File: config.mk
export PLATFORM = sky130hd
export DESIGN_NAME = cft_front
export DESIGN_NICKNAME = d
export VERILOG_FILES = /design/src/cft_pkg.sv /design/src/cft_front.sv
export SDC_FILE = /design/constraint.sdc
export NUM_CORES = 1
export LEC_CHECK = 0
export BUFFER_PORTS_ARGS = -buffer_cell sky130_fd_sc_hd__buf_2
export CELL_PAD_IN_SITES_DETAIL_PLACEMENT = 0
export CELL_PAD_IN_SITES_GLOBAL_PLACEMENT = 2
export CORE_AREA = 2 2 99 101
export DETAILED_ROUTE_END_ITERATION = 10
export DIE_AREA = 0 0 101 103
export PLACE_DENSITY_LB_ADDON = 0.12
export REMOVE_ABC_BUFFERS = 1
export SETUP_SLACK_MARGIN = 0.5
export SYNTH_ARGS = -nofsm -noshare
export SYNTH_HDL_FRONTEND = slang
export SYNTH_SLANG_ARGS = --single-unit
File: constraint.sdc
create_clock -name clk -period 4.7 [get_ports clk]
set_input_delay 0.705 -clock clk [delete_from_list [all_inputs] [get_ports clk]]
set_output_delay 0.705 -clock clk [all_outputs]
set_load 0.01 [all_outputs]
File: src/cft_pkg.sv
package cft_pkg;

	localparam int NumBuckets  = 1024;
	localparam int BucketBits  = 10;
	localparam int Slots       = 4;
	localparam int SlotBits    = 2;
	localparam int KickLimit   = 500;
	localparam int KickBits    = 9;
	localparam int FpBits      = 16;
	localparam int CountBits   = 13;
	localparam int RowBits     = FpBits * Slots;

	localparam logic [31:0] ALT_MULT   = 32'h5bd1e995;
	localparam logic [15:0] LFSR_TAPS  = 16'hB400;
	localparam logic [15:0] SEED_RESET = 16'd44257;
	localparam logic [3:0]  IDX_BITS_RESET = 4'd10;
	localparam logic [CountBits-1:0] COUNT_MAX = 13'd8191;

	localparam logic [1:0] ACT_INSERT = 2'd0;
	localparam logic [1:0] ACT_LOOKUP = 2'd1;
	localparam logic [1:0] ACT_REMOVE = 2'd2;

	localparam logic [0:0] CFG_IDX_BITS = 1'b0;
	localparam logic [0:0] CFG_SEED     = 1'b1;

	typedef struct packed {
		logic [1:0]  action;
		logic [63:0] key_hash;
	} req_t;

	typedef struct packed {
		logic                 success;
		logic [CountBits-1:0] item_count;
	} rsp_t;

	typedef struct packed {
		logic [1:0]            action;
		logic [FpBits-1:0]     fp;
		logic [BucketBits-1:0] i1;
		logic [BucketBits-1:0] i2;
	} cmd_t;

	typedef struct packed {
		logic [3:0]  idx_bits;
		logic        seed_load;
		logic [15:0] seed;
	} cfg_t;

	// mask to configured width, then truncate to the table index width
	function automatic logic [BucketBits-1:0] reduce_idx(input logic [31:0] v,
			input logic [3:0] nbits);
		logic [31:0] m;
		m = (32'd1 << nbits) - 32'd1;
		return BucketBits'(v & m);
	endfunction

	function automatic logic [15:0] lfsr_step(input logic [15:0] v);
		return v[0] ? ((v >> 1) ^ LFSR_TAPS) : (v >> 1);
	endfunction

endpackage

File: src/cft_front.sv
module cft_front (
	input  logic                clk,
	input  logic                arst_n,
	input  logic                in_valid,
	output logic                in_ready,
	input  cft_pkg::req_t       in_data,
	input  logic [3:0]          idx_bits,
	output logic                q_valid,
	input  logic                q_ready,
	output cft_pkg::cmd_t       q_data
);
	// stage 1 registers action, fingerprint, primary index and fingerprint product
	logic                          v_s1;
	logic [1:0]                    act_s1;
	logic [cft_pkg::FpBits-1:0]    fp_s1;
	logic [cft_pkg::BucketBits-1:0] i1_s1;
	logic [31:0]                   prod_s1;
	logic [cft_pkg::FpBits-1:0]    fp_c;
	logic                          adv;

	assign fp_c = (in_data.key_hash[15:0] == 16'd0) ? 16'd1 : in_data.key_hash[15:0];
	assign adv  = !v_s1 || q_ready || !q_valid;
	assign in_ready = !v_s1 || (q_ready || !q_valid);

	always_ff @(posedge clk or negedge arst_n) begin
		if (!arst_n) begin
			v_s1 <= 1'b0;
		end else if (in_ready) begin
			v_s1 <= in_valid;
		end
	end

	always_ff @(posedge clk) begin
		if (in_ready && in_valid) begin
			act_s1  <= in_data.action;
			fp_s1   <= fp_c;
			i1_s1   <= cft_pkg::reduce_idx(in_data.key_hash[31:0], idx_bits);
			prod_s1 <= 32'({16'd0, fp_c} * cft_pkg::ALT_MULT);
		end
	end

	// second stage output register
	always_ff @(posedge clk or negedge arst_n) begin
		if (!arst_n) begin
			q_valid <= 1'b0;
		end else if (q_ready || !q_valid) begin
			q_valid <= v_s1 && adv;
		end
	end

	always_ff @(posedge clk) begin
		if (q_ready || !q_valid) begin
			q_data.action <= act_s1;
			q_data.fp     <= fp_s1;
			q_data.i1     <= i1_s1;
			q_data.i2     <= cft_pkg::reduce_idx({22'd0, i1_s1} ^ prod_s1, idx_bits);
		end
	end
endmodule

# Word level (Yosys, flattened, before mapping)
# Index checks and enable logic that the tools add are counted.
# word_totals
reg_bits	78
latchBits	0
mem_bits_rw	0
romBits	0
inputBits	74
out_inout_bits	40
wordCells	26
memories	0
# classes
add_sub_neg	1
multipliers	1
n_div	0
magnitude_cmp	0
eq_ne	0
shifts	1
mux	1
n_bitwise	3
n_reduce_logical	9
# op_table
op	n
multiplier 16 x 31 -> 10 bit, second input constant	1
AND 10 bit	2
logical NOT 16 bit	1
2-to-1 mux 16 bit	1
left shift 1 x 4 -> 10 bit, first input constant	1
subtractor 10 x 1 -> 10 bit, second input constant	1
bitwise XOR 10 bit	1
logical OR 1 bit	4
logical AND 1 bit	2
logical NOT 1 bit	2

# Depth between registers and ports, before layout
# depth
depth_word	4
depth_mapped	13
ltp_nobuf	12

# Least setup slack after synthesis
# No wires, ideal clock.
# synth_timing
kind	input to register
from	in in_data[4] in the netlist's numbering
to	reg prod_s1[9] (data pin)
setup_time_ns	0.260
arrival_time_ns	3.910
required_time_ns	4.440
slack_ns	0.530
stages	13
n_path_buf	1
cell_sequence	clkbuf_1 > ha_1 > ha_1 > inv_1 > fa_1 > inv_1 > fa_1 > fa_1 > ha_1 > and3_4 > a221oi_2 > xnor2_1 > xnor2_1
# synth_between
elab_chain_len	3
# synth_lines
item	line	rtl
start: declaration	cft_front.sv:6	input cft_pkg::req_t in_data,
logical NOT 16 bit	cft_front.sv:21	assign fp_c = (in_data.key_hash[15:0] == 16'd0) ? 16'd1 : in_data.key_hash[15:0];
2-to-1 mux 16 bit (*)	cft_front.sv:21	
multiplier 16 x 31 -> 10 bit (*)	cft_front.sv:38	prod_s1 <= 32'({16'd0, fp_c} * cft_pkg::ALT_MULT);
end signal: assignment	cft_front.sv:38	
end: declaration	cft_front.sv:17	logic [31:0] prod_s1;
# Mark *: on every way between the ends. The rest lies on a longest branch, timed or not.
# A chain may end at the register's enable or synchronous reset.

# Worst setup path after layout
# layout_timing
from	in in_data[6] in the netlist's numbering
to	reg prod_s1[9] (data pin)
# The elaborated chain is that of the path after synthesis.

==> reports/summary.txt <==
Outcome -> finished, final reports clean
Cell count along the critical path -> 13
Die height -> 103 microns
Layout Skew -> 9.43 ps
Final WL -> 5950 microns
RSZ-0062 raised after global routing -> no
Cells after Synth -> 210
Sink Count -> 76
Worst Reg2Reg Path Length in Cells -> 1
Cts repair resizes -> 0
DP Wirelength -> 4260 microns
R2R setup slack -> 3210 ps
Pre-Repair DR Iteration Count -> 4
# fillers -> 887
Switch Pwr -> 416 uW
Syn Area/Cell -> 15.8 sq um
Final setup fails -> 0
Final-stage net count -> 369
Main area contributors after synthesis -> edfxtp_1 67%, ha_1 7.2%, xnor2_1 5.0%, fa_1 3.6%, clkbuf_1 1.8%
Kind of critical path -> input pin to flip-flop
Slew Viols, Final -> 0
Crit-path leading delay family -> adder cells
M1 GR Usage -> 15.9%
DR vias -> 1742
Starting Density -> 35.0%
Measured slew at the worst slew-check pin -> 969 ps
Min Hold Slack -> 128 ps
Yosys warns -> 0
Synth cell count leaders -> 74 x edfxtp_1, 19 x ha_1, 19 x xnor2_1
Layout area overhead -> 18.7%
Antenna violations before repair -> 0
Gr ovfl total -> 0
Busiest grt layer -> met2
N_diodes -> 0
CP endpoint kind -> flip-flop
Reg-to-reg endpoint -> q_data[26]$_DFFE_PP_
DRT iter0 DRCs -> 66
PortBufs -> 65
Max Cap Violations -> 0
TritonCTS Buffers -> 9
Slowest cell on crit path -> fa_1
Arr. time, crit path -> 4120 ps
Static Leak -> 0.00157 uW
WL per Instance -> 15.3 microns
Die footprint -> 10400 sq um
Pwr Density -> 428 nW/um^2
Ys async rst share -> 2.63%
Maximum number of pins on one net before global-route repair -> 40
Final core occ -> 41.5%
Internal -> 1260 uW
Clock transition at path regs -> 70 ps
Setup tns final -> 0 ps
Synth Register Bits -> 76
Number of synthesized flops with an enable pin -> 74
Fmax -> 0.248 GHz
Normalized max-slew margin -> 35.4%
Synth unique cells -> 34
First-pass GRT wire length -> 8960 microns
GRT Util Overall -> 12.1%
Worst Path Required -> 4790 ps
Number of global-route vias before repair -> 1706
GRT met2 Usage -> 18.4%
WP buf/inv -> 3
HP Class -> input pin to async pin
Core Region -> 9460 sq um
Synth top area share -> 67.2%
Hold_buf cts -> 0
Postcts setup bufs -> 0
Share of layout cells above drive strength 1 -> 31.3%
Crit path max fanout -> 4
Number of H-tree levels -> 3
Peak VDD IR -> 124 uV
Antenna viol nets, final -> 0
Tcrit/Tclk final -> 85.7%
Mapped Area -> 3310 sq um
CTS max path bufs -> 2
Root Driver -> clkbuf_8
Net Sw Frac -> 24.8%
Vias per std cell -> 4.48
Gate power share -> 18.4%
Die width -> 101 microns
Cell row count -> 36
Final worst path period need -> 4030 ps
Worst skew pair latency -> 350 ps
Reg-to-Reg Start -> q_valid$_DFFE_PN0P_
Seq/Total Area, Yosys -> 68.7%
Largest stage delay, worst path -> 570 ps
I/O pins -> 114
Most frequent cell after synthesis -> edfxtp_1
Fin. Hold Viols -> 0
Top FF cell, synth -> edfxtp_1
Clock share of power -> 30.1%
Post-synth top area cell -> edfxtp_1
Part of the power in registers -> 51.6%
TritonCTS clock tree -> yes
Critical path cell sequence -> buf_2 -> ha_1 -> ha_1 -> inv_1 -> fa_1 -> inv_1 -> fa_1 -> fa_1 -> ha_1 -> and3_4 -> a221oi_2 -> xnor2_1 -> xnor2_1
Kind of start point of the critical path -> input pin
Global Route met3 Usage -> 3.93%
GPL Wtd Cong -> 0.660
Remaining routing DRC violations -> 0
[kinds of logic after synthesis]
kind of cell | Yosys count | synth area share [%]
buf+inv | 27 | 3.14
mux | 1 | 0.340
simple gates | 43 | 7.30
xor+xnor | 25 | 6.62
compound gates | 13 | 3.10
fa+ha+maj | 25 | 10.8
flops | 76 | 68.7
[per-layer routing]
metal / routed length (microns) / vias up
met2: 2790 / 43
met3: 291 / 6
met1: 2770 / 830
li1: - / 863
met5: 0 / -
met4: 90 / 0
[state kept, by name, summed over array words and instances (netlist names)]
name and flops:
q_data 38, fp_s1 16, i1_s1 10, prod_s1 8, act_s1 2, q_valid 1
v_s1 1
[cell type report]
| cell class | count | area, sq um | area share, % |
|---|---|---|---|
| flip-flops and latches | 76 | 2270 | 57.9 |
| inverters | 9 | 33.8 | 0.860 |
| repair buffers | 67 | 340 | 8.67 |
| multi-input cells | 107 | 935 | 23.8 |
| well taps | 114 | 143 | 3.63 |
| clock inverters | 3 | 43.8 | 1.12 |
| clock buffers | 13 | 159 | 4.05 |
[worst max-delay path by stage]
stage	endpoint	slack, ps	startpoint
after floorplan	prod_s1[9]$_DFFE_PP_	640	in_data[4]
after global placement	prod_s1[9]$_DFFE_PP_	310	in_data[6]
after detailed placement	prod_s1[9]$_DFFE_PP_	320	in_data[6]
after CTS	prod_s1[9]$_DFFE_PP_	680	in_data[6]
after global routing	prod_s1[9]$_DFFE_PP_	550	in_data[6]
final	prod_s1[9]$_DFFE_PP_	670	in_data[6]
[placed cells by master, fill, tap and decap left out, drive strengths merged]
| cell type | netlist | routed |
|---|---|---|
| edfxtp | 74 | 74 |
| buf | 2 | 67 |
| xnor2 | 19 | 19 |
| ha | 19 | 19 |
| nor2 | 13 | 13 |
| clkbuf | 16 | 13 |
| inv | 9 | 10 |
| nor2b | 8 | 8 |
| xor2 | 6 | 6 |
| fa | 6 | 6 |
| nor4 | 4 | 4 |
| nand2b | 4 | 4 |
| nand3b | 3 | 3 |
| nand2 | 3 | 3 |
| and2 | 3 | 3 |
| nor3 | 2 | 2 |
| a21oi | 2 | 2 |
| dfrtp | 2 | 2 |
| a41o | 1 | 1 |
| a21o | 1 | 1 |
| a31o | 1 | 1 |
| a31oi | 1 | 1 |
| and3 | 1 | 1 |
| a221oi | 1 | 1 |
| mux2 | 1 | 1 |
| a32oi | 1 | 1 |
| o21ai | 1 | 1 |
| o21a | 1 | 1 |
| o21bai | 1 | 1 |
| a22o | 1 | 1 |
| a22oi | 1 | 1 |
| and3b | 1 | 1 |
| nor3b | 1 | 1 |
| bufinv | 0 | 1 |
| clkinv | 0 | 1 |
[power by group through the flow]
| stage | clock [uW] | sequential (uW) | combinational (uW) |
|---|---|---|---|
| after CTS | 520 | 867 | 318 |
| final | 505 | 865 | 309 |
| after global placement | 0 | 880 | 316 |
| after floorplan | 0 | 899 | 196 |
| after detailed placement | 0 | 882 | 315 |
| after global routing | 549 | 873 | 352 |
[per-stage QoR]
step | setup WS, ps | power, uW | instances | instance area (sq um)
global placement | 312 | 1200 | 373 | 3720
detailed placement | 316 | 1200 | 373 | 3720
global route | 551 | 1770 | 389 | 3930
finish | 672 | 1680 | 389 | 3930
CTS | 681 | 1700 | 389 | 3930
floorplan | 642 | 1090 | 192 | 3240
Power figures use the tool's default switching activity.
