`config.mk`:
```
export PLATFORM = sky130hd
export DESIGN_NAME = cft_queue
export DESIGN_NICKNAME = d
export VERILOG_FILES = /design/src/cft_pkg.sv /design/src/cft_queue.sv
export SDC_FILE = /design/constraint.sdc
export NUM_CORES = 1
export LEC_CHECK = 0
export ABC_AREA = 1
export BUFFER_PORTS_ARGS = -buffer_cell sky130_fd_sc_hd__buf_2
export CORE_MARGIN = 2
export CORE_UTILIZATION = 40
export DETAILED_ROUTE_END_ITERATION = 7
export SYNTH_ARGS = -nofsm -noshare
export SYNTH_HDL_FRONTEND = slang
export SYNTH_SLANG_ARGS = --single-unit
```
`constraint.sdc`:
```
create_clock -name clk -period 3 [get_ports clk]
set_input_delay 0.15 -clock clk [delete_from_list [all_inputs] [get_ports clk]]
set_output_delay 0.15 -clock clk [all_outputs]
set_load 0.05 [all_outputs]
```
`src/cft_pkg.sv`:
```
package cft_pkg;

	localparam int NumBuckets  = 1024;
	localparam int BucketBits  = 10;
	localparam int Slots       = 4;
	localparam int SlotBits    = 2;
	localparam int KickLimit   = 500;
	localparam int KickBits    = 9;
	localparam int FpBits      = 16;
	localparam int CountBits   = 13;
	localparam int RowBits     = FpBits * Slots;

	localparam logic [31:0] ALT_MULT   = 32'h5bd1e995;
	localparam logic [15:0] LFSR_TAPS  = 16'hB400;
	localparam logic [15:0] SEED_RESET = 16'd44257;
	localparam logic [3:0]  IDX_BITS_RESET = 4'd10;
	localparam logic [CountBits-1:0] COUNT_MAX = 13'd8191;

	localparam logic [1:0] ACT_INSERT = 2'd0;
	localparam logic [1:0] ACT_LOOKUP = 2'd1;
	localparam logic [1:0] ACT_REMOVE = 2'd2;

	localparam logic [0:0] CFG_IDX_BITS = 1'b0;
	localparam logic [0:0] CFG_SEED     = 1'b1;

	typedef struct packed {
		logic [1:0]  action;
		logic [63:0] key_hash;
	} req_t;

	typedef struct packed {
		logic                 success;
		logic [CountBits-1:0] item_count;
	} rsp_t;

	typedef struct packed {
		logic [1:0]            action;
		logic [FpBits-1:0]     fp;
		logic [BucketBits-1:0] i1;
		logic [BucketBits-1:0] i2;
	} cmd_t;

	typedef struct packed {
		logic [3:0]  idx_bits;
		logic        seed_load;
		logic [15:0] seed;
	} cfg_t;

	// mask to configured width, then truncate to the table index width
	function automatic logic [BucketBits-1:0] reduce_idx(input logic [31:0] v,
			input logic [3:0] nbits);
		logic [31:0] m;
		m = (32'd1 << nbits) - 32'd1;
		return BucketBits'(v & m);
	endfunction

	function automatic logic [15:0] lfsr_step(input logic [15:0] v);
		return v[0] ? ((v >> 1) ^ LFSR_TAPS) : (v >> 1);
	endfunction

endpackage

```
`src/cft_queue.sv`:
```
module cft_queue (
	input  logic          clk,
	input  logic          arst_n,
	input  logic          wr_valid,
	output logic          wr_ready,
	input  cft_pkg::cmd_t wr_data,
	output logic          rd_valid,
	input  logic          rd_ready,
	output cft_pkg::cmd_t rd_data
);
	// two-entry fifo between front and back
	cft_pkg::cmd_t mem_q [2];
	logic       wp_q, rp_q;
	logic [1:0] cnt_q;
	logic       wr, rd;

	assign wr_ready = cnt_q != 2'd2;
	assign rd_valid = cnt_q != 2'd0;
	assign rd_data  = mem_q[rp_q];
	assign wr = wr_valid && wr_ready;
	assign rd = rd_valid && rd_ready;

	always_ff @(posedge clk or negedge arst_n) begin
		if (!arst_n) begin
			wp_q  <= 1'b0;
			rp_q  <= 1'b0;
			cnt_q <= 2'd0;
		end else begin
			if (wr) wp_q <= !wp_q;
			if (rd) rp_q <= !rp_q;
			cnt_q <= cnt_q + 2'(wr) - 2'(rd);
		end
	end

	always_ff @(posedge clk) begin
		if (wr) mem_q[wp_q] <= wr_data;
	end
endmodule

```
Word level (Yosys, flattened, before mapping)
Memories as Yosys holds them, arrays and structs flattened.
Index checks and enable logic that the tools add are counted.
W data, S select, Z words.
- RAM bits: 76
- input bits: 42
- output and inout port bits: 40
- memories: 1
- bits in registers: 4
- memories (name ; depth ; width ; read ports ; clocked after Yosys merged registers in ; write ports ; line ; source):
    mem_q ; 2 ; 38 ; 1 ; 0 ; 1 ; cft_queue.sv:12 ; cft_pkg::cmd_t mem_q [2];
- multiplexer cells: 2
- eq/ne operators: 1
- reductions and logical operators: 5
- add/subtract/negate cells: 2
- operator list (operator ; count):
    $add A2 B1 Y2 ; 1
    $logic_and A1 B1 Y1 ; 2
    $logic_not A1 Y1 ; 2
    $mux W1 ; 2
    $ne A2 B2 Y1 const B ; 1
    $reduce_bool A2 Y1 ; 1
    $sub A2 B1 Y2 ; 1

Depth between registers and ports, before layout
Gate-level depths: netlist of run 1.
- word-level depth: 4
- mapped depth: 12
- depth with buffers taken out: 12

Worst setup path before layout of run 1
OpenSTA, ideal clock, no wires.
- path kind: reg-to-reg
- start: reg cnt_q[1]
- end: mem mem_q[1][0] (netlist bit) (enable)
- buffers on the path: 0
- required time: 2565 ps
- arrival: 2470 ps
- period minus slack after synthesis: 2905 ps
- path slack: 95 ps
- cell stages (with the launch flop): 4
- path through: dfrtp_1 > nand2_2 > nand2_1 > nor2_1
- longest elaborated chain between the ends: 4
- ends and longest elaborated chain (what ; line ; source):
    start, declared ; cft_queue.sv:14 ; logic [1:0] cnt_q;
    start signal, assigned ; cft_queue.sv:31 ; cnt_q <= cnt_q + 2'(wr) - 2'(rd);
    $ne A2 B2 Y1 ; cft_queue.sv:17 ; assign wr_ready = cnt_q != 2'd2;
    named net wr_ready ; cft_queue.sv:5 ; output logic wr_ready,
    $logic_and A1 B1 Y1 ; cft_queue.sv:20 ; assign wr = wr_valid && wr_ready;
    $mux W1 ; cft_queue.sv:36 ; if (wr) mem_q[wp_q] <= wr_data;
    $mux W1 (not written as such) ; cft_queue.sv:36 ;
    end, declared ; cft_queue.sv:12 ;
The timed path passes the listed nets, and every way through them passes these cells.

==> impl_metrics.tcl, run 1 <==
set metrics [dict create \
    power_leakage_uw 0.00177 \
    cts.sinks 80 \
    clock_path_buffers 2 \
    synth_cell_types 16 \
    cp-end-kind "output port" \
    grt_util_met1 0.188 \
    start_kind "flip-flop" \
    synth_area_um2 2990 \
    finalHoldViolCount 0 \
    final_common_cell "nand2_1" \
    power.density_nw_per_um2 1090 \
    die_x_um 90.5 \
    dpl-instance-area_um2 3520 \
    cp.required_ns 2.85 \
    antennaDiodeCount 0 \
    setup_violations 0 \
    max_freq_mhz 515 \
    critPathKind "reg -> out" \
    critPathCapture "rd_data[30]" \
    post-route-period-util 0.648 \
    synth_cells 230 \
    drt_drc_violations_left 0 \
    cts_made_buffers 9 \
    crit_start "rp_q" \
    first_pass_iters 4 \
    cts_setup_buffers 0 \
    reg2reg_depth 5 \
    portBuffers 81 \
    arrival_ns 1.79 \
    initial_utilization 0.412 \
    cp_max_fo 39 \
    worstHoldPathType "in -> reg" \
    synth-seq-cells 80 \
    num_rows 31 \
    die_h_um 90.5 \
    post-route-util 0.560 \
    grt_max_degree 40 \
    synth_nets 273 \
    synth_warnings 0 \
    gp_congestion 0.715 \
    rr_endpoint "mem_q[1][3]" \
    irDropWorstVdd_v 0.000556 \
    final_cell_mix "nand2_1 (122), buf_2 (81), edfxtp_1 (76)" \
    r2r_slack_ns 1.08 \
    htreeDepth 3 \
    clk_latency_ns 0.34 \
    grt_pass1_wl_mm 9.25 \
    post_cts_resized 0 \
    drive_above_1_share 0.288 \
    grtUsageTotal 0.149 \
    synth-seq-area-share 0.796 \
    drtIter0Drc 138 \
    max_cap_violations 0 \
    relSlewSlack 0.517 \
    tightest_slew_ns 0.723 \
    finalSetupTns_ns 0 \
    rsz0062_at_grt "false" \
    clkTransAtPathRegs_ns 0.08 \
    design_area_um2 4070 \
    routedWlPerCell_um 13.1 \
    skew_ns 0.00925 \
    fp.coreArea_um2 7250 \
    vias_per_cell 4.37 \
    grt_pass1_vias 1915 \
    post-route-min-period_ns 1.94 \
    ant_nets 0 \
    worst_r2r_startpoint "cnt_q[0]" \
    io_pins 82 \
    grtUsageMet2 0.241 \
    dpl.hpwl_mm 3.71 \
    cts_root_buffer "clkbuf_8" \
    power_uw 4420 \
    nets 399 \
    antenna_found_initial 0 \
    worstHoldStart "wr_data[9]" \
    slew_violations 0 \
    postSynthAreaPerCell_um2 13.0 \
    vias 2012 \
    status "complete, no violations" \
    synthToLayoutAreaGrowth_pct 35.9 \
    overflow 0 \
    hold_buffers 30 \
    grtUsageMet3 0.0476 \
    dieArea_um2 8190 \
    grt.busiest_layer "met2" \
    drt-total-wl_mm 6.03 \
    cts_tree "yes" \
]
[final cells by class]
class	count	area [µm²]
Clock buffer	13	159
Clock inverter	3	17.5
Fill cell	620	3190
Inverter	8	30.0
Multi-Input combinational cell	134	539
Sequential cell	80	2380
Tap cell	99	124
Timing Repair Buffer	123	813
[worst max-delay path: stages (launching register included)]
cell and delay [ns]:
dfrtp_1 0.40, inv_2 0.54, nand2_1 0.11, nand2_1 0.13, buf_2 0.27
[report_power, final]
group	switching [µW]	total (µW)	internal, µW
Clock	357	701	344
Sequential	74.2	1600	1530
Combinational	1680	2120	435
Total	2110	4420	2300
[synthesized netlist by cell type (all sizes together)]
cell | n | area, µm²
xor2 | 1 | 8.76
nand3 | 2 | 10.0
inv | 8 | 30.0
ha | 1 | 12.5
dfrtp | 4 | 100
a21oi | 1 | 5.00
clkbuf | 1 | 3.75
nor2 | 5 | 18.8
edfxtp | 76 | 2280
buf | 7 | 51.3
nand2 | 123 | 464
o21ai | 1 | 5.00
[how the worst min path moves through the flow]
stage,slack (ns),end,depth (start not counted)
floorplan,-0.15,cnt_q[0],0
global placement,-0.04,cnt_q[0],1
detailed placement,-0.04,cnt_q[1],1
CTS,0.0002,mem_q[1][8],1
global route,0.005,mem_q[0][16],1
finish,0.03,mem_q[1][9],1
[flip-flops by register name, indices dropped and copies added, names as in the netlist]
register / count
wp_q: 1
rp_q: 1
cnt_q: 2
mem_q: 76
[through the flow]
stage                     setup slack (ns)  hold WS, ns  instances
after global placement                1.13      -0.0361        407
after detailed placement              1.08      -0.0372        407
after CTS                             1.03     0.000156        453
final                                 1.06       0.0291        460
after global routing                 0.867      0.00489        460
after floorplan                     0.0950       -0.146        230
[metal layers]
metal / wire length, µm / vias to the layer above
met4: 56 / 0
met5: 0 / -
li1: - / 1015
met3: 298 / 6
met2: 3010 / 62
met1: 2660 / 929
[kinds of logic after synthesis]
logic type / count (synthesis) / synth area share
fa+ha+maj: 1 / 0.00418
compound gates: 2 / 0.00334
simple gates: 130 / 0.165
xor+xnor: 1 / 0.00293
flops: 80 / 0.796
buf+inv: 16 / 0.0284
(Power assumes the default switching activity.)
==> run 2, diff against run 1 <==
Settings changed: ABC_AREA 1 to 0, PLACE_DENSITY from default to 0.66.
Clock period 3 ns to 1.6 ns, I/O delays scaled along.
==> run 2 against run 1 <==
  * Via count decreased by 13%
  * Total power is 110% higher
  * Largest power group unchanged
  * Critical endpoint is now rd_data[14]
  * Count of clock-buffer cells in the layout is 3 lower
  * Highest routed layer unchanged
  * Register-to-register slack got worse by 0.85 ns
  * Hold slack improved by 0.017 ns
  * Critical path type unchanged
  * Sequential share of layout area fell by 5.9 points
==> impl_metrics.tcl, run 2 <==
set metrics [dict create \
    status "complete, no violations" \
    wl_met3_um 217 \
    nets 319 \
    dpl.hpwl_mm 3.01 \
    synth-seq-cells 80 \
    die_h_um 90.1 \
    synth_area_um2 2970 \
    drt-met1-wl_mm 2.42 \
    grt_max_degree 39 \
    power_leakage_uw 0.00173 \
    start_kind "flip-flop" \
    htreeDepth 3 \
    arrival_ns 1.50 \
    crit_chain "buf_4 -> buf_12 -> mux2_4 -> buf_6" \
    cp.required_ns 1.52 \
    worstHoldPathType "in -> reg" \
    postSynthAreaPerCell_um2 21.2 \
    critPathKind "reg -> out" \
    register_area_um2 2380 \
    drtIter0Drc 79 \
    synthArstFlopShare 0.0500 \
    yosysTopAreaCellShare 0.769 \
    critPathSlowestCell "dfrtp_2" \
    top_layer "met4" \
    cpLargestDelayFamily "buffers and inverters" \
    dpl-instance-area_um2 3560 \
    cts.sinks 80 \
    post-route-min-period_ns 1.58 \
    synth_cells 140 \
    gp_congestion 0.666 \
    synth_nets 183 \
    largest_reg_flops 76 \
    drt-total-wl_mm 5.84 \
    drt_drc_violations_left 0 \
    synth_cell_types 18 \
    crit_buf_inv 3 \
    cp-end-kind "output port" \
    synth_ff_type "edfxtp_1" \
    finalHoldViolCount 0 \
    synth-seq-area-share 0.803 \
    cpPeakStageDelay_ns 0.42 \
    ant_nets 0 \
    stdcell_count 379 \
    clk_latency_ns 0.33 \
    grt_pass1_vias 1793 \
    portBuffers 81 \
    routed-wl-met2_mm 3.10 \
    synthToLayoutAreaGrowth_pct 52.3 \
    reg_top3 "mem_q x76, cnt_q x2" \
    design_area_um2 4520 \
    io_pins 82 \
    rsz0062_at_grt "true" \
    final_common_cell "edfxtp_1" \
    power.density_nw_per_um2 2030 \
    setup_violations 0 \
    fp.coreArea_um2 7210 \
    first_pass_iters 5 \
    grt_pass1_wl_mm 8.91 \
    multiInputGateArea_um2 596 \
    regMostFlops "mem_q" \
    grtUsageTotal 0.147 \
    synth.top_cells.by_area "edfxtp_1 (77%), mux2_2 (14%), dfrtp_1 (3.4%)" \
    num_rows 31 \
    synth.most_common_cell "edfxtp_1" \
    vias 1742 \
    drive_above_1_share 0.539 \
    synth_edf_count 76 \
    dieArea_um2 8120 \
    synth_warnings 0 \
    yosys.area.top_type "edfxtp_1" \
    final_cell_mix "edfxtp_1 (76), buf_2 (43), dlygate4sd3_1 (39), buf_6 (39), mux2_2 (35)" \
    routedWlPerCell_um 15.4 \
    initial_utilization 0.411 \
    synthTopCellsByCount "edfxtp_1 (76), mux2_2 (38), dfrtp_1 (4)" \
    max_cap_violations 0 \
    relSlewSlack 0.831 \
    antennaDiodeCount 0 \
    cts_root_buffer "clkbuf_8" \
    irDropWorstVdd_v 0.00137 \
    post-route-period-util 0.991 \
    tightest_slew_ns 0.255 \
    vias_per_cell 4.60 \
    die_x_um 90.1 \
    antenna_found_initial 0 \
    max_freq_mhz 631 \
    n_fill_cell 539 \
    dpl.cell_count 319 \
    cp_max_fo 10 \
    overflow 0 \
    skew_ns 0.00657 \
    clkTransAtPathRegs_ns 0.07 \
    cts_made_buffers 9 \
    slew_violations 0 \
    cts_tree "yes" \
    clock_path_buffers 2 \
]
-- run 2: cell count changes in the layout (fill, tap and decap cells not counted), moves of 7 or more --
cell     change
nand2_1    -121
mux2_2      +35
buf_6       +39
inv_1        -7
buf_2       -38
-- run 2: final cells by class --
| class | instances | share of cell area |
|---|---|---|
| Sequential cell | 80 | 0.527 |
| Timing Repair Buffer | 129 | 0.267 |
| Tap cell | 99 | 0.0274 |
| Multi-Input combinational cell | 56 | 0.132 |
| Clock buffer | 10 | 0.0282 |
| Clock inverter | 5 | 0.0180 |
-- run 2: routing by layer --
| layer | up-vias | GRT usage |
|---|---|---|
| met4 | 0 | 0.0577 |
| met5 | - | 0 |
| met1 | 857 | 0.166 |
| li1 | 825 | - |
| met2 | 51 | 0.264 |
| met3 | 9 | 0.0419 |
-- run 2: worst reg2reg max path, stage by stage (launching register included) --
cell	delay, ns
dfrtp_1	0.44
nand2b_4	0.18
and3_2	0.21
buf_12	0.23
-- run 2: kinds of logic after synthesis --
kind of cell | synth area share
AO/OA/AOI/OAI | 0.0101
XOR/XNOR | 0.00886
adder cells (fa/ha/maj) | 0.00422
buffers and inverters | 0.00759
flip-flops | 0.803
multiplexers | 0.144
AND/OR/NAND/NOR | 0.0219
-- run 2: where the power goes --
group          internal, µW  total, µW  switching, µW
registers              2870       3020            159
clock network           873       1530            655
logic                  1930       4620           2680
total                  5670       9170           3500
-- run 2: worst paths after layout --
path,start,endpoint,slack (ns),depth (start not counted)
min,rd_ready,rp_q,0.05,3
max,rp_q,rd_data[14],0.02,4
min reg2reg,wp_q,wp_q,0.56,1
max reg2reg,cnt_q[0],mem_q[1][19],0.23,3
max in group asynchronous,arst_n,rp_q,1.38,2
min in group asynchronous,arst_n,cnt_q[1],0.08,2
-- run 2: what timing repair did --
item                                   CTS  global route
hold buffers                            39             0
endpoints found under the hold margin   80             0
gates resized for setup                 79             3
gates cloned                             3             0
setup endpoints to repair               38            38
setup buffers                            3             0
-- run 2: per-stage QoR --
step	hold slack (ns)	power [µW]	TNS, ns	setup WS (ns)	util
final	0.0459	9170	0	0.0150	0.626
after detailed placement	-0.102	6610	0	0.221	0.493
after global placement	-0.105	6580	0	0.233	0.493
after global routing	0.0503	9530	-1.05	-0.0449	0.626
after CTS	0.0296	9230	-0.0976	-0.0140	0.625
after floorplan	-0.216	5800	-8.39	-0.143	-
==> run 3, diff against run 2 <==
Settings changed: ABC_AREA 0 to default, SETUP_SLACK_MARGIN from default to 0.5.
==> run 3 against run 2 <==
  * Die area unchanged
  * Critical path depth shrank 1
  * Count of clock-buffer cells in the layout stayed put
  * Clock skew hardly changed
  * Non-clock buffer count up 33
  * Routed wire length is 23% higher
  * Sequential power about the same
  * Cell count grew 9.0%
  * Final area rose by 17%
  * Critical path type unchanged
  * Largest power group unchanged
  * Highest routed layer unchanged
==> impl_metrics.tcl, run 3 (synthesis results as in run 2) <==
set metrics [dict create \
    power_leakage_uw 0.00212 \
    dpl-instance-area_um2 3620 \
    drt_drc_violations_left 0 \
    synthToLayoutAreaGrowth_pct 79.0 \
    finalHoldViolCount 0 \
    cts_root_buffer "clkbuf_8" \
    grt_pass1_wl_mm 11.1 \
    nets 352 \
    grtUsageTotal 0.181 \
    clock_path_buffers 2 \
    slew_violations 0 \
    cp_max_fo 18 \
    power.density_nw_per_um2 2090 \
    grt_max_degree 19 \
    antennaDiodeCount 0 \
    ant_nets 0 \
    final_common_cell "edfxtp_1" \
    io_pins 82 \
    worstHoldPathType "in -> reg" \
    drive_above_1_share 0.605 \
    largest_reg_flops 76 \
    start_kind "flip-flop" \
    drt-met1-wl_mm 2.90 \
    fp.coreArea_um2 7210 \
    dpl.hpwl_mm 3.56 \
    antenna_found_initial 0 \
    max_freq_mhz 637 \
    routed-wl-met2_mm 3.88 \
    max_cap_violations 0 \
    cp-end-kind "output port" \
    rsz0062_at_grt "true" \
    final_cell_mix "edfxtp_1 (76), buf_2 (41), dlygate4sd3_1 (39)" \
    top_layer "met4" \
    clkTransAtPathRegs_ns 0.08 \
    cts_tree "yes" \
    portBuffers 81 \
    overflow 0 \
    design_area_um2 5310 \
    skew_ns 0.00654 \
    cts.sinks 80 \
    die_x_um 90.1 \
    drtIter0Drc 59 \
    num_rows 31 \
    tightest_slew_ns 0.339 \
    arrival_ns 1.49 \
    irDropWorstVdd_v 0.00132 \
    vias 1889 \
    cp.required_ns 1.52 \
    die_h_um 90.1 \
    cts_made_buffers 9 \
    regMostFlops "mem_q" \
    htreeDepth 3 \
    dieArea_um2 8120 \
    first_pass_iters 4 \
    post-route-min-period_ns 1.57 \
    post-route-period-util 0.981 \
    routedWlPerCell_um 17.3 \
    n_fill_cell 449 \
    relSlewSlack 0.772 \
    status "complete, no violations" \
    reg_top3 "mem_q x76, cnt_q x2" \
    grt_pass1_vias 2140 \
    initial_utilization 0.411 \
    wl_met3_um 278 \
    vias_per_cell 4.57 \
    drt-total-wl_mm 7.16 \
    post-route-util 0.736 \
    setup_violations 0 \
    gp_congestion 0.680 \
    critPathKind "reg -> out" \
    clk_latency_ns 0.34 \
]
run 3: changes by cell type in the layout (fill, tap and decap cells not counted), moves of 8 or more:
cell	change
buf_8	+24
mux2_2	-18
mux2_4	+18
buf_6	-12
buf_16	+9
buf_4	+8
run 3: per-stage QoR:
step | worst slack [ns] | TNS (ns) | hold WS (ns) | std cells | total power [µW]
after floorplan | -0.141 | -8.21 | -0.216 | 140 | 5940
after global placement | 0.232 | 0 | -0.103 | 321 | 6760
after detailed placement | 0.213 | 0 | -0.102 | 321 | 6800
after CTS | 0.00669 | 0 | 0.0409 | 412 | 10900
after global routing | -0.0237 | -0.150 | 0.0283 | 413 | 11500
final | 0.0303 | 0 | 0.0225 | 413 | 11100
run 3: critical path, cell delays in order, from the launching register on:
cell,delay [ns]
dfrtp_2,0.44
buf_12,0.18
mux2_2,0.37
buf_6,0.16
run 3: where the power goes:
part | switching, µW | internal [µW] | leakage [µW]
logic | 3120 | 3160 | 0.00125
registers | 171 | 2870 | 0.000752
clock network | 733 | 1030 | 0.000118
total | 4020 | 7060 | 0.00212
run 3: layout make-up:
class                      count  area (µm²)  share of cell area
sequential                    80        2380               0.449
timing repair buffer         162        1840               0.346
multi-input combinational     56         728               0.137
clock buffer                  10         128              0.0240
tap                           99         124              0.0233
clock inverter                 6         108              0.0203
run 3: path summary, 6_finish.rpt:
| path | startpoint | endpoint | slack, ns | depth (start not counted) |
|---|---|---|---|---|
| max | rp_q | rd_data[28] | 0.03 | 3 |
| min | rd_ready | rp_q | 0.02 | 3 |
| max reg2reg | cnt_q[1] | mem_q[0][2] | 0.10 | 7 |
| min reg2reg | wp_q | wp_q | 0.56 | 1 |
| max in group asynchronous | arst_n | cnt_q[1] | 1.37 | 2 |
| min in group asynchronous | arst_n | rp_q | 0.08 | 2 |
run 3: repair_timing:
item                                   4_1_cts  5_1_grt
setup endpoints to repair                  118      119
pin swaps                                    4        1
endpoints found under the hold margin       80        0
cloned                                      11        0
hold buffers                                39        0
resized for setup                          141       12
buffers inserted                            25        1
run 3: metal layers:
metal	global-route usage	vias up
met1	0.214	931
met3	0.0394	9
met2	0.326	61
met4	0.0615	0
li1	-	888
met5	0	-
